File: config.mk
export PLATFORM = sky130hd
export DESIGN_NAME = rgb_matrix_quantize_scanner_flat
export DESIGN_NICKNAME = d
export VERILOG_FILES = /design/src/rtl/rmqs_pkg.sv /design/src/rtl/rmqs_if.sv /design/src/rtl/rgb_matrix_quantize_scanner.sv /design/src/flat_wrapper.sv
export SDC_FILE = /design/constraint.sdc
export NUM_CORES = 2
export LEC_CHECK = 0
export ABC_AREA = 1
export BUFFER_PORTS_ARGS = -buffer_cell sky130_fd_sc_hd__buf_2
export CORE_ASPECT_RATIO = 1.1
export CORE_UTILIZATION = 25
export DETAILED_ROUTE_END_ITERATION = 8
export SLEW_MARGIN = 10
export SYNTH_ARGS = -nofsm -noshare
export SYNTH_HDL_FRONTEND = slang
export SYNTH_SLANG_ARGS = --single-unit
File: constraint.sdc
create_clock -name clock -period 6.3 [get_ports clock]
set_clock_uncertainty 0.05 [all_clocks]
set_input_delay 0.945 -clock clock [delete_from_list [all_inputs] [get_ports clock]]
set_output_delay 0.945 -clock clock [all_outputs]
set_load 0.1 [all_outputs]
File: src/rtl/rmqs_pkg.sv
// Shared types, constants and the sequencer microcode ROM for the RGB matrix scanner.
// No dependencies; the interfaces and the top level take their names from here.
`timescale 1ns / 1ps
`default_nettype none

package rmqs_pkg;

   // Matrix geometry.
   localparam int ROW_COUNT   = 8;
   localparam int COL_COUNT   = 8;
   localparam int PIXEL_COUNT = ROW_COUNT * COL_COUNT;
   localparam int ROW_W       = $clog2(ROW_COUNT);
   localparam int COL_W       = $clog2(COL_COUNT);
   localparam int INDEX_W     = $clog2(PIXEL_COUNT);
   localparam int COUNT_W     = $clog2(PIXEL_COUNT + 1);

   // Field widths.
   localparam int CHAN_W  = 8;
   localparam int BYTE_W  = 8;
   localparam int SUM_W   = CHAN_W + 2;
   localparam int PROD_W  = 2 * CHAN_W;
   localparam int WIDE_W  = SUM_W + CHAN_W;

   // Threshold register reset value and the 3 * 255 scale of the mean.
   localparam logic [CHAN_W-1:0] THRESHOLD_RESET = 8'd20;
   localparam logic [SUM_W-1:0]  MEAN_SCALE      = 10'd765;

   // Bit positions of the colors in one stored pixel.
   localparam logic [1:0] LIT_RED   = 2'd0;
   localparam logic [1:0] LIT_GREEN = 2'd1;
   localparam logic [1:0] LIT_BLUE  = 2'd2;

   // Frame slots, in the order they go out within a row.
   localparam logic [1:0] SLOT_RED   = 2'd0;
   localparam logic [1:0] SLOT_BLUE  = 2'd1;
   localparam logic [1:0] SLOT_GREEN = 2'd2;

   // Request actions.
   localparam logic ACTION_WRITE   = 1'b0;
   localparam logic ACTION_REFRESH = 1'b1;

   // Program counter and named entry points.
   localparam int STEP_W = 3;
   localparam logic [STEP_W-1:0] STEP_IDLE    = 3'd0;
   localparam logic [STEP_W-1:0] STEP_MUL     = 3'd1;
   localparam logic [STEP_W-1:0] STEP_STORE   = 3'd2;
   localparam logic [STEP_W-1:0] STEP_READ    = 3'd3;
   localparam logic [STEP_W-1:0] STEP_EMIT_R  = 3'd4;
   localparam logic [STEP_W-1:0] STEP_EMIT_B  = 3'd5;
   localparam logic [STEP_W-1:0] STEP_EMIT_G  = 3'd6;

   // Datapath operation of one step.
   typedef enum logic [2:0] {
      OP_IDLE  = 3'd0,
      OP_MUL   = 3'd1,
      OP_STORE = 3'd2,
      OP_READ  = 3'd3,
      OP_EMIT  = 3'd4
   } op_type;

   // How the step counter moves on.
   typedef enum logic [1:0] {
      SEQ_NEXT     = 2'd0,
      SEQ_DISPATCH = 2'd1,
      SEQ_GOTO     = 2'd2,
      SEQ_LOOP     = 2'd3
   } seq_type;

   // One control word.
   typedef struct packed {
      op_type            op;
      seq_type           seq;
      logic [1:0]        slot;
      logic [1:0]        lit_bit;
      logic [STEP_W-1:0] target;
   } ucode_type;

   // One stored row: three lit bits for each column.
   typedef logic [COL_COUNT-1:0][2:0] row_word_type;

   // Microcode ROM. A pixel write runs multiply then store; a refresh runs
   // read and three emits per row, looping back until the last row.
   function automatic ucode_type ucode_rom(input logic [STEP_W-1:0] pc);
      ucode_type w;
      w = '{op: OP_IDLE, seq: SEQ_GOTO, slot: SLOT_RED, lit_bit: LIT_RED, target: STEP_IDLE};
      unique case (pc)
         STEP_IDLE:   w = '{OP_IDLE,  SEQ_DISPATCH, SLOT_RED,   LIT_RED,   STEP_IDLE};
         STEP_MUL:    w = '{OP_MUL,   SEQ_NEXT,     SLOT_RED,   LIT_RED,   STEP_STORE};
         STEP_STORE:  w = '{OP_STORE, SEQ_GOTO,     SLOT_RED,   LIT_RED,   STEP_IDLE};
         STEP_READ:   w = '{OP_READ,  SEQ_NEXT,     SLOT_RED,   LIT_RED,   STEP_EMIT_R};
         STEP_EMIT_R: w = '{OP_EMIT,  SEQ_NEXT,     SLOT_RED,   LIT_RED,   STEP_EMIT_B};
         STEP_EMIT_B: w = '{OP_EMIT,  SEQ_NEXT,     SLOT_BLUE,  LIT_BLUE,  STEP_EMIT_G};
         STEP_EMIT_G: w = '{OP_EMIT,  SEQ_LOOP,     SLOT_GREEN, LIT_GREEN, STEP_READ};
         default:     w = '{OP_IDLE,  SEQ_GOTO,     SLOT_RED,   LIT_RED,   STEP_IDLE};
      endcase
      return w;
   endfunction

endpackage

`default_nettype wire

File: src/rtl/rmqs_if.sv
// Valid/ready channel interfaces for the scanner's requests and frames.
// Depends on rmqs_pkg for field widths.
`timescale 1ns / 1ps
`default_nettype none

// Request channel: pixel writes and refresh requests.
interface rmqs_req_if;
   logic                              valid;
   logic                              ready;
   logic                              action;
   logic [rmqs_pkg::INDEX_W-1:0]      pixel_index;
   logic [rmqs_pkg::CHAN_W-1:0]       red;
   logic [rmqs_pkg::CHAN_W-1:0]       green;
   logic [rmqs_pkg::CHAN_W-1:0]       blue;
   logic [rmqs_pkg::CHAN_W-1:0]       alpha;

   modport source (output valid, action, pixel_index, red, green, blue, alpha,
                   input ready);
   modport sink   (input valid, action, pixel_index, red, green, blue, alpha,
                   output ready);
endinterface

// Frame channel: one four-byte frame per transfer.
interface rmqs_rsp_if;
   logic                              valid;
   logic                              ready;
   logic [rmqs_pkg::BYTE_W-1:0]       frame_byte0;
   logic [rmqs_pkg::BYTE_W-1:0]       frame_byte1;
   logic [rmqs_pkg::BYTE_W-1:0]       frame_byte2;
   logic [rmqs_pkg::BYTE_W-1:0]       row_select;
   logic                              last_frame;
   logic                              any_lit;

   modport source (output valid, frame_byte0, frame_byte1, frame_byte2, row_select,
                   last_frame, any_lit, input ready);
   modport sink   (input valid, frame_byte0, frame_byte1, frame_byte2, row_select,
                   last_frame, any_lit, output ready);
endinterface

`default_nettype wire

File: src/rtl/rgb_matrix_quantize_scanner.sv
// Top level of the 8x8 RGB matrix scanner: microcoded sequencer, pixel store and frame output.
// Depends on rmqs_pkg and the channel interfaces in rmqs_if.sv.
//
//   channel   | direction | handshake     | contents
//   ----------+-----------+---------------+-----------------------------------------
//   req_ch    | in        | valid/ready   | action, pixel_index, red, green, blue, alpha
//   rsp_ch    | out       | valid/ready   | three color bytes, row select, last, any lit
//   csr_*     | in        | write enable  | lit_threshold
//
// A pixel write runs accept, multiply, then compare and store.
// A refresh accepts the request and then, for each row, does the registered row read
// and emits one frame per color.
// Stalls on rsp_ch hold the sequencer on the emit step; the output register lets
// the next request be accepted while the final frame still waits.
// Reset clears the pixel valid flags at once, so no clearing pass is needed.
`timescale 1ns / 1ps
`default_nettype none

module rgb_matrix_quantize_scanner (
   input  wire                              clock,
   input  wire                              reset,
   rmqs_req_if.sink                         req_ch,
   rmqs_rsp_if.source                       rsp_ch,
   input  wire                              csr_wr_en,
   input  wire [rmqs_pkg::CHAN_W-1:0]       csr_wr_data
);

   // Sequencer and control state.
   logic [rmqs_pkg::STEP_W-1:0]       pc_ff, pc_in;
   logic [rmqs_pkg::ROW_W-1:0]        row_ff, row_in;
   logic [rmqs_pkg::CHAN_W-1:0]       thr_ff, thr_in;
   logic [rmqs_pkg::PIXEL_COUNT-1:0]  valid_ff, valid_in;
   logic [rmqs_pkg::PIXEL_COUNT-1:0]  nz_ff, nz_in;
   logic [rmqs_pkg::COUNT_W-1:0]      lit_count_ff, lit_count_in;
   logic                              rsp_valid_ff, rsp_valid_in;

   // Captured request and product registers.
   logic [rmqs_pkg::INDEX_W-1:0]      idx_ff;
   logic [rmqs_pkg::CHAN_W-1:0]       red_ff, green_ff, blue_ff, alpha_ff;
   logic [rmqs_pkg::WIDE_W-1:0]       sum_prod_ff, thr_prod_ff;
   logic [rmqs_pkg::PROD_W-1:0]       red_prod_ff, green_prod_ff, blue_prod_ff;

   // Pixel store and its registered read port.
   rmqs_pkg::row_word_type            row_mem [rmqs_pkg::ROW_COUNT];
   rmqs_pkg::row_word_type            rd_row_ff;
   logic [rmqs_pkg::COL_COUNT-1:0]    rd_valid_ff;

   // Output payload registers.
   logic [rmqs_pkg::BYTE_W-1:0]       byte0_ff, byte1_ff, byte2_ff, row_sel_ff;
   logic                              last_ff, any_ff;

   rmqs_pkg::ucode_type               uc;
   logic                              req_take;
   logic                              emit_go;
   logic                              adv;
   logic [rmqs_pkg::SUM_W-1:0]        chan_sum;
   logic                              pix_lit;
   logic [2:0]                        new_bits;
   logic [rmqs_pkg::BYTE_W-1:0]       col_byte;
   logic [rmqs_pkg::BYTE_W-1:0]       row_onehot;

   // Three times a product plus the mean slack, at the width of the sum product.
   function automatic logic [rmqs_pkg::WIDE_W-1:0] weigh(input logic [rmqs_pkg::PROD_W-1:0] p);
      logic [rmqs_pkg::WIDE_W-1:0] x;
      x = rmqs_pkg::WIDE_W'(p);
      return (x << 1) + x + rmqs_pkg::WIDE_W'(rmqs_pkg::MEAN_SCALE);
   endfunction

   // Current control word.
   assign uc       = rmqs_pkg::ucode_rom(pc_ff);
   assign req_take = req_ch.valid && req_ch.ready;
   assign emit_go  = (uc.op == rmqs_pkg::OP_EMIT) && (!rsp_valid_ff || rsp_ch.ready);
   assign adv      = (uc.op != rmqs_pkg::OP_EMIT) || emit_go;

   // Quantizer compare stage, working from the registered products.
   assign chan_sum = rmqs_pkg::SUM_W'(red_ff) + rmqs_pkg::SUM_W'(green_ff)
                   + rmqs_pkg::SUM_W'(blue_ff);
   assign pix_lit  = sum_prod_ff > thr_prod_ff;
   always_comb begin
      new_bits = 3'b000;
      if (pix_lit) begin
         new_bits[rmqs_pkg::LIT_RED]   = weigh(red_prod_ff)   >= sum_prod_ff;
         new_bits[rmqs_pkg::LIT_GREEN] = weigh(green_prod_ff) >= sum_prod_ff;
         new_bits[rmqs_pkg::LIT_BLUE]  = weigh(blue_prod_ff)  >= sum_prod_ff;
      end
   end

   // Active-low column byte of the selected color; column j drives bit 7-j.
   always_comb begin
      for (int j = 0; j < rmqs_pkg::COL_COUNT; j++) begin
         col_byte[rmqs_pkg::COL_COUNT-1-j] = ~(rd_valid_ff[j] & rd_row_ff[j][uc.lit_bit]);
      end
   end
   assign row_onehot = rmqs_pkg::BYTE_W'(1) << (rmqs_pkg::ROW_W'(rmqs_pkg::ROW_COUNT - 1) - row_ff);

   // Sequencer, threshold register, pixel flags and output register.
   always_comb begin
      pc_in        = pc_ff;
      row_in       = row_ff;
      thr_in       = thr_ff;
      valid_in     = valid_ff;
      nz_in        = nz_ff;
      lit_count_in = lit_count_ff;
      rsp_valid_in = rsp_valid_ff && !rsp_ch.ready;

      if (csr_wr_en) begin
         thr_in = csr_wr_data;
      end

      // Pixel store bookkeeping: valid flag and count of non-dark pixels.
      if (uc.op == rmqs_pkg::OP_STORE) begin
         valid_in[idx_ff] = 1'b1;
         nz_in[idx_ff]    = |new_bits;
         lit_count_in     = lit_count_ff - rmqs_pkg::COUNT_W'(nz_ff[idx_ff])
                          + rmqs_pkg::COUNT_W'(|new_bits);
      end

      if (emit_go) begin
         rsp_valid_in = 1'b1;
      end

      // Step counter.
      case (uc.seq)
         rmqs_pkg::SEQ_DISPATCH: begin
            if (req_take) begin
               pc_in  = (req_ch.action == rmqs_pkg::ACTION_REFRESH) ?
                        rmqs_pkg::STEP_READ : rmqs_pkg::STEP_MUL;
               row_in = '0;
            end
         end
         rmqs_pkg::SEQ_GOTO: begin
            pc_in = uc.target;
         end
         rmqs_pkg::SEQ_LOOP: begin
            if (adv) begin
               row_in = row_ff + 1'b1;
               pc_in  = (row_ff == rmqs_pkg::ROW_W'(rmqs_pkg::ROW_COUNT - 1)) ?
                        rmqs_pkg::STEP_IDLE : uc.target;
            end
         end
         default: begin
            if (adv) begin
               pc_in = uc.target;
            end
         end
      endcase
   end

   always_ff @(posedge clock) begin
      if (reset) begin
         pc_ff        <= rmqs_pkg::STEP_IDLE;
         row_ff       <= '0;
         thr_ff       <= rmqs_pkg::THRESHOLD_RESET;
         valid_ff     <= '0;
         nz_ff        <= '0;
         lit_count_ff <= '0;
         rsp_valid_ff <= 1'b0;
      end else begin
         pc_ff        <= pc_in;
         row_ff       <= row_in;
         thr_ff       <= thr_in;
         valid_ff     <= valid_in;
         nz_ff        <= nz_in;
         lit_count_ff <= lit_count_in;
         rsp_valid_ff <= rsp_valid_in;
      end
   end

   // Request capture and the multiply stage.
   always_ff @(posedge clock) begin
      if (req_take) begin
         idx_ff   <= req_ch.pixel_index;
         red_ff   <= req_ch.red;
         green_ff <= req_ch.green;
         blue_ff  <= req_ch.blue;
         alpha_ff <= req_ch.alpha;
      end
      if (uc.op == rmqs_pkg::OP_MUL) begin
         sum_prod_ff   <= rmqs_pkg::WIDE_W'(chan_sum) * rmqs_pkg::WIDE_W'(alpha_ff);
         thr_prod_ff   <= rmqs_pkg::WIDE_W'(rmqs_pkg::MEAN_SCALE) * rmqs_pkg::WIDE_W'(thr_ff);
         red_prod_ff   <= rmqs_pkg::PROD_W'(red_ff)   * rmqs_pkg::PROD_W'(alpha_ff);
         green_prod_ff <= rmqs_pkg::PROD_W'(green_ff) * rmqs_pkg::PROD_W'(alpha_ff);
         blue_prod_ff  <= rmqs_pkg::PROD_W'(blue_ff)  * rmqs_pkg::PROD_W'(alpha_ff);
      end
   end

   // Pixel store: one pixel written, one row read, read data registered.
   always_ff @(posedge clock) begin
      if (uc.op == rmqs_pkg::OP_STORE) begin
         row_mem[idx_ff[rmqs_pkg::INDEX_W-1:rmqs_pkg::COL_W]]
                [idx_ff[rmqs_pkg::COL_W-1:0]] <= new_bits;
      end
      if (uc.op == rmqs_pkg::OP_READ) begin
         rd_row_ff   <= row_mem[row_ff];
         rd_valid_ff <= valid_ff[{row_ff, rmqs_pkg::COL_W'(0)} +: rmqs_pkg::COL_COUNT];
      end
   end

   // Frame payload register.
   always_ff @(posedge clock) begin
      if (emit_go) begin
         byte0_ff   <= (uc.slot == rmqs_pkg::SLOT_RED)   ? col_byte : '1;
         byte1_ff   <= (uc.slot == rmqs_pkg::SLOT_BLUE)  ? col_byte : '1;
         byte2_ff   <= (uc.slot == rmqs_pkg::SLOT_GREEN) ? col_byte : '1;
         row_sel_ff <= row_onehot;
         last_ff    <= (uc.seq == rmqs_pkg::SEQ_LOOP) &&
                       (row_ff == rmqs_pkg::ROW_W'(rmqs_pkg::ROW_COUNT - 1));
         any_ff     <= lit_count_ff != '0;
      end
   end

   // Port drive.
   assign req_ch.ready       = uc.op == rmqs_pkg::OP_IDLE;
   assign rsp_ch.valid       = rsp_valid_ff;
   assign rsp_ch.frame_byte0 = byte0_ff;
   assign rsp_ch.frame_byte1 = byte1_ff;
   assign rsp_ch.frame_byte2 = byte2_ff;
   assign rsp_ch.row_select  = row_sel_ff;
   assign rsp_ch.last_frame  = last_ff;
   assign rsp_ch.any_lit     = any_ff;

endmodule

`default_nettype wire
File: src/flat_wrapper.sv
// flat-port wrapper written by rule: the top's interface ports become plain ports
module rgb_matrix_quantize_scanner_flat 
  (clock, reset, csr_wr_en, csr_wr_data, req_ch_valid, req_ch_action, req_ch_pixel_index, req_ch_red, req_ch_green, req_ch_blue, req_ch_alpha, req_ch_ready, rsp_ch_valid, rsp_ch_frame_byte0, rsp_ch_frame_byte1, rsp_ch_frame_byte2, rsp_ch_row_select, rsp_ch_last_frame, rsp_ch_any_lit, rsp_ch_ready);
  rmqs_req_if req_ch_i ();
  rmqs_rsp_if rsp_ch_i ();
  input  wire clock;
  input  wire reset;
  input  wire csr_wr_en;
  input  wire [rmqs_pkg::CHAN_W-1:0] csr_wr_data;
  input wire logic [$bits(req_ch_i.valid)-1:0] req_ch_valid;
  input wire logic [$bits(req_ch_i.action)-1:0] req_ch_action;
  input wire logic [$bits(req_ch_i.pixel_index)-1:0] req_ch_pixel_index;
  input wire logic [$bits(req_ch_i.red)-1:0] req_ch_red;
  input wire logic [$bits(req_ch_i.green)-1:0] req_ch_green;
  input wire logic [$bits(req_ch_i.blue)-1:0] req_ch_blue;
  input wire logic [$bits(req_ch_i.alpha)-1:0] req_ch_alpha;
  output wire logic [$bits(req_ch_i.ready)-1:0] req_ch_ready;
  output wire logic [$bits(rsp_ch_i.valid)-1:0] rsp_ch_valid;
  output wire logic [$bits(rsp_ch_i.frame_byte0)-1:0] rsp_ch_frame_byte0;
  output wire logic [$bits(rsp_ch_i.frame_byte1)-1:0] rsp_ch_frame_byte1;
  output wire logic [$bits(rsp_ch_i.frame_byte2)-1:0] rsp_ch_frame_byte2;
  output wire logic [$bits(rsp_ch_i.row_select)-1:0] rsp_ch_row_select;
  output wire logic [$bits(rsp_ch_i.last_frame)-1:0] rsp_ch_last_frame;
  output wire logic [$bits(rsp_ch_i.any_lit)-1:0] rsp_ch_any_lit;
  input wire logic [$bits(rsp_ch_i.ready)-1:0] rsp_ch_ready;
  assign req_ch_i.valid = req_ch_valid;
  assign req_ch_i.action = req_ch_action;
  assign req_ch_i.pixel_index = req_ch_pixel_index;
  assign req_ch_i.red = req_ch_red;
  assign req_ch_i.green = req_ch_green;
  assign req_ch_i.blue = req_ch_blue;
  assign req_ch_i.alpha = req_ch_alpha;
  assign req_ch_ready = req_ch_i.ready;
  assign rsp_ch_valid = rsp_ch_i.valid;
  assign rsp_ch_frame_byte0 = rsp_ch_i.frame_byte0;
  assign rsp_ch_frame_byte1 = rsp_ch_i.frame_byte1;
  assign rsp_ch_frame_byte2 = rsp_ch_i.frame_byte2;
  assign rsp_ch_row_select = rsp_ch_i.row_select;
  assign rsp_ch_last_frame = rsp_ch_i.last_frame;
  assign rsp_ch_any_lit = rsp_ch_i.any_lit;
  assign rsp_ch_i.ready = rsp_ch_ready;
  rgb_matrix_quantize_scanner u_core (.clock(clock), .reset(reset), .req_ch(req_ch_i), .rsp_ch(rsp_ch_i), .csr_wr_en(csr_wr_en), .csr_wr_data(csr_wr_data));
endmodule
==> summary.txt <==
Status
  – Status: completed

Worst setup path
  – CP required: approximately 6.6 ns
  – FF-to-FF setup slack: 0.19 ns
  – WP buf/inv: 6
  – RR Endpoint: u_core.sum_prod_ff[12]
  – Crit path from: u_core.green_ff[0]
  – CP Class: reg2reg
  – Worst R2R Path Depth: 26
  – RR Startpoint: u_core.green_ff[0]
  – Crit path max-delay family: adder cells
  – Max stage delay on crit path: between 0.5 and 0.6 ns
  – Critical Path AT: ~6.4 ns
  – CP Depth: 26
  – Setup crit start kind: flop
  – Crit-path max FO: 4
  – Critical Path End Type: flop
  – Slowest stage cell, crit path: fa_1
  – Worst Setup EP: u_core.sum_prod_ff[12]
  – Cell repeated most along the worst path: inv_1

Finish
  – Post-layout util: between 20 and 30%
  – Fill count: 15300
  – Layout cells sized above 1: 7.07%
  – Synth-to-layout area growth: 13.0%
  – Design area: approximately 41000 um2
  – Final nets: around 5000

Synthesis
  – Mux share of post-synthesis cell area: 0%
  – Post-synthesis xor/xnor area fraction: approximately 2.8%
  – Synth Net Count: 4810
  – Main flop type after synthesis: edfxtp_1
  – Synth Area in Compound Gates: approximately 8.6%
  – Seq/Total Area, Yosys: ~39%
  – Post-synthesis adder-cell area fraction: between 20% and 30%
  – Post-Synth Simple-Gate Area: approximately 16%
  – Yosys cell types: 47
  – Async S/R FF share, synth: 0%
  – Main combinational cell family by area after synthesis: adder cells
  – Synth warn: 0
  – Mapped Cells: ~4200
  – Number of synthesized flops with an enable pin: 380
  – Synth Register Bits: 530
  – Cell Area, Synth: about 37000 um2
  – Syn avg cell area: just under 9 um2

Floorplan
  – Core area: 145000 um2
  – Die width: between 300 and 400 um
  – Die ar.: approximately 150000 um2
  – Starting Density: about a quarter
  – Die Ht: between 400 and 500 um
  – Row cnt: around 150
  – # IOs: 88

Drt
  – WL met1: 40.4 mm
  – Final ANT Viol Nets: 0
  – DR WL met3: ~4.6 mm
  – Final wirelength: between 80 and 90 mm
  – Routed length on met2: approximately 41 mm
  – Via count: between 20000 and 30000
  – DRC Markers: 0
  – Via-to-Cell Ratio: 4.38
  – Top Metal Used: met5
  – DRT iter0 DRCs: between 1500 and 2000
  – Routed wire length per instance: between 10 and 15 um
  – Pre-Repair DR Iteration Count: 6

CTS
  – H-tree Lvls: 2
  – CTS root buf: clkbuf_16
  – Num Clock Sinks: 530
  – Worst-Skew Late Latency: approximately 0.64 ns
  – TritonCTS Buffers: 57
  – Max Root-Sink Buffers: 3
  – Worst-path clk slew: 0.06 ns
  – CTS tree: done
  – Hold_buf cts: 0

Place
  – # port buffers: 87
  – Dpl hpwl: 64.9 mm
  – Placed Area: between 30000 and 40000 um2
  – Gp weighted congestion: between 0.8 and 0.9

Timing
  – Period utilization: between 90% and 100%
  – Final Max Slew Viols: 0
  – Total negative setup slack: 0 ns
  – Headroom to the max-slew limit: 33.6%
  – Final worst path period need: slightly above 6 ns
  – Final setup viols: 0
  – Slew @ Worst Pin: 0.994 ns
  – Fmax: 0.164 GHz
  – Min Hold Slack: 0.408 ns
  – Fin. Hold Viols: 0

GRT
  – Total grt overflow: 0
  – Initial antenna violation count: 5
  – GRT Util Overall: a little under an eighth
  – Pin count of the biggest net entering global routing: between 80 and 90
  – First-pass GRT wire length: around 140 mm
  – Vias in the first global route: between 20000 and 30000

Job
  – Max cap viols: 0

Worst hold path
  – Tightest Hold Check Type: reg2reg
  – Hold path startpoint: u_core.valid_ff[42]
through the flow:
| stage | std cells | setup slack, ns |
|---|---|---|
| 2_1_floorplan | 4189 | 0.129 |
| 3_3_place_gp | 6112 | 0.0180 |
| 3_5_place_dp | 6112 | -0.0693 |
| 4_1_cts | 6220 | 0.00689 |
| 5_1_grt | 6224 | -0.0770 |
| 6_report | 6226 | 0.190 |
sequential cells by signal, summed over array words and instances (netlist names), 16 cells and up:
signal and count:
u_core.row_mem 192, u_core.nz_ff 64, u_core.valid_ff 64, u_core.rd_row_ff 24
u_core.sum_prod_ff 18, u_core.thr_prod_ff 18, u_core.blue_prod_ff 16, u_core.green_prod_ff 16
u_core.red_prod_ff 16
how the worst min path moves through the flow:
stage / endpoint / slack [ns] / cells past startpoint
6_report: u_core.valid_ff[42] / 0.41 / 2
5_1_grt: u_core.blue_ff[6] / 0.38 / 1
4_1_cts: u_core.blue_ff[6] / 0.38 / 1
3_5_place_dp: u_core.valid_ff[42] / 0.40 / 2
3_3_place_gp: u_core.valid_ff[41] / 0.39 / 2
2_1_floorplan: u_core.valid_ff[0] / 0.38 / 2
kinds of logic after synthesis:
| group | Yosys count |
|---|---|
| DFF | 530 |
| buffers and inverters | 952 |
| AOI/OAI and AO/OA | 578 |
| and+or+nand+nor | 1441 |
| xor gates and xnor gates | 119 |
| adders and majority gates | 569 |
area by class of cell:
cell class	instances	area, um2	share of cell area (%)
antenna	2	5.00	0.0121
clock buffer	83	1590	3.85
clock inverter	25	268	0.647
inverter	810	3040	7.35
multi-input combinational	2707	18800	45.4
sequential	530	14400	34.8
tap	1924	2410	5.81
timing repair buffer	145	886	2.14
routing by layer:
metal / GRT usage, % / vias up
met5: 0 / -
met4: 2.45 / 4
met1: 15.7 / 13100
li1: - / 13600
met2: 19.8 / 563
met3: 1.58 / 102
worst min-delay path, delay by kind of cell (launching register included):
family / cells / cell delay (ns)
AOI/OAI and AO/OA: 1 / 0.06
buffers and inverters: 1 / 0.06
DFF: 1 / 0.30
synth_stat cells (all sizes together) (41+ instances only):
master,n,area [um2]
clkbuf,90,343
o22ai,45,282
xor2,78,683
inv,808,3030
nand3,146,741
buf,52,293
ha,379,4740
o21ai,208,1040
fa,190,3800
xnor2,41,359
dfxtp,150,3000
a21oi,224,1120
nor2,625,2370
edfxtp,380,11400
nand2,609,2290
cells in the final DEF (no fill, tap or decap), types with 8 or more instances in the layout:
master,count
a21o_1,17
a21oi_1,212
a21oi_2,10
a31oi_1,36
buf_2,86
buf_4,58
clkbuf_1,19
clkbuf_16,57
clkinv_1,8
dfxtp_1,148
edfxtp_1,380
fa_1,189
ha_1,369
inv_1,793
inv_2,13
nand2_1,604
nand3_1,144
nand4_1,25
nor2_1,613
nor2_2,11
nor3_1,14
o211ai_1,10
o21ai_0,202
o21bai_1,12
o22ai_1,45
xnor2_1,40
xor2_1,78
timing repair:
item	4_1_cts	5_1_grt
pin swaps	0	15
setup buffers	0	4
endpoints found under the hold margin	0	0
setup endpoints to repair	4	9
gates resized for setup	1	40
Power is not shown: default switching activity piles up to over one toggle a cycle in this logic, so the estimate is an artifact.
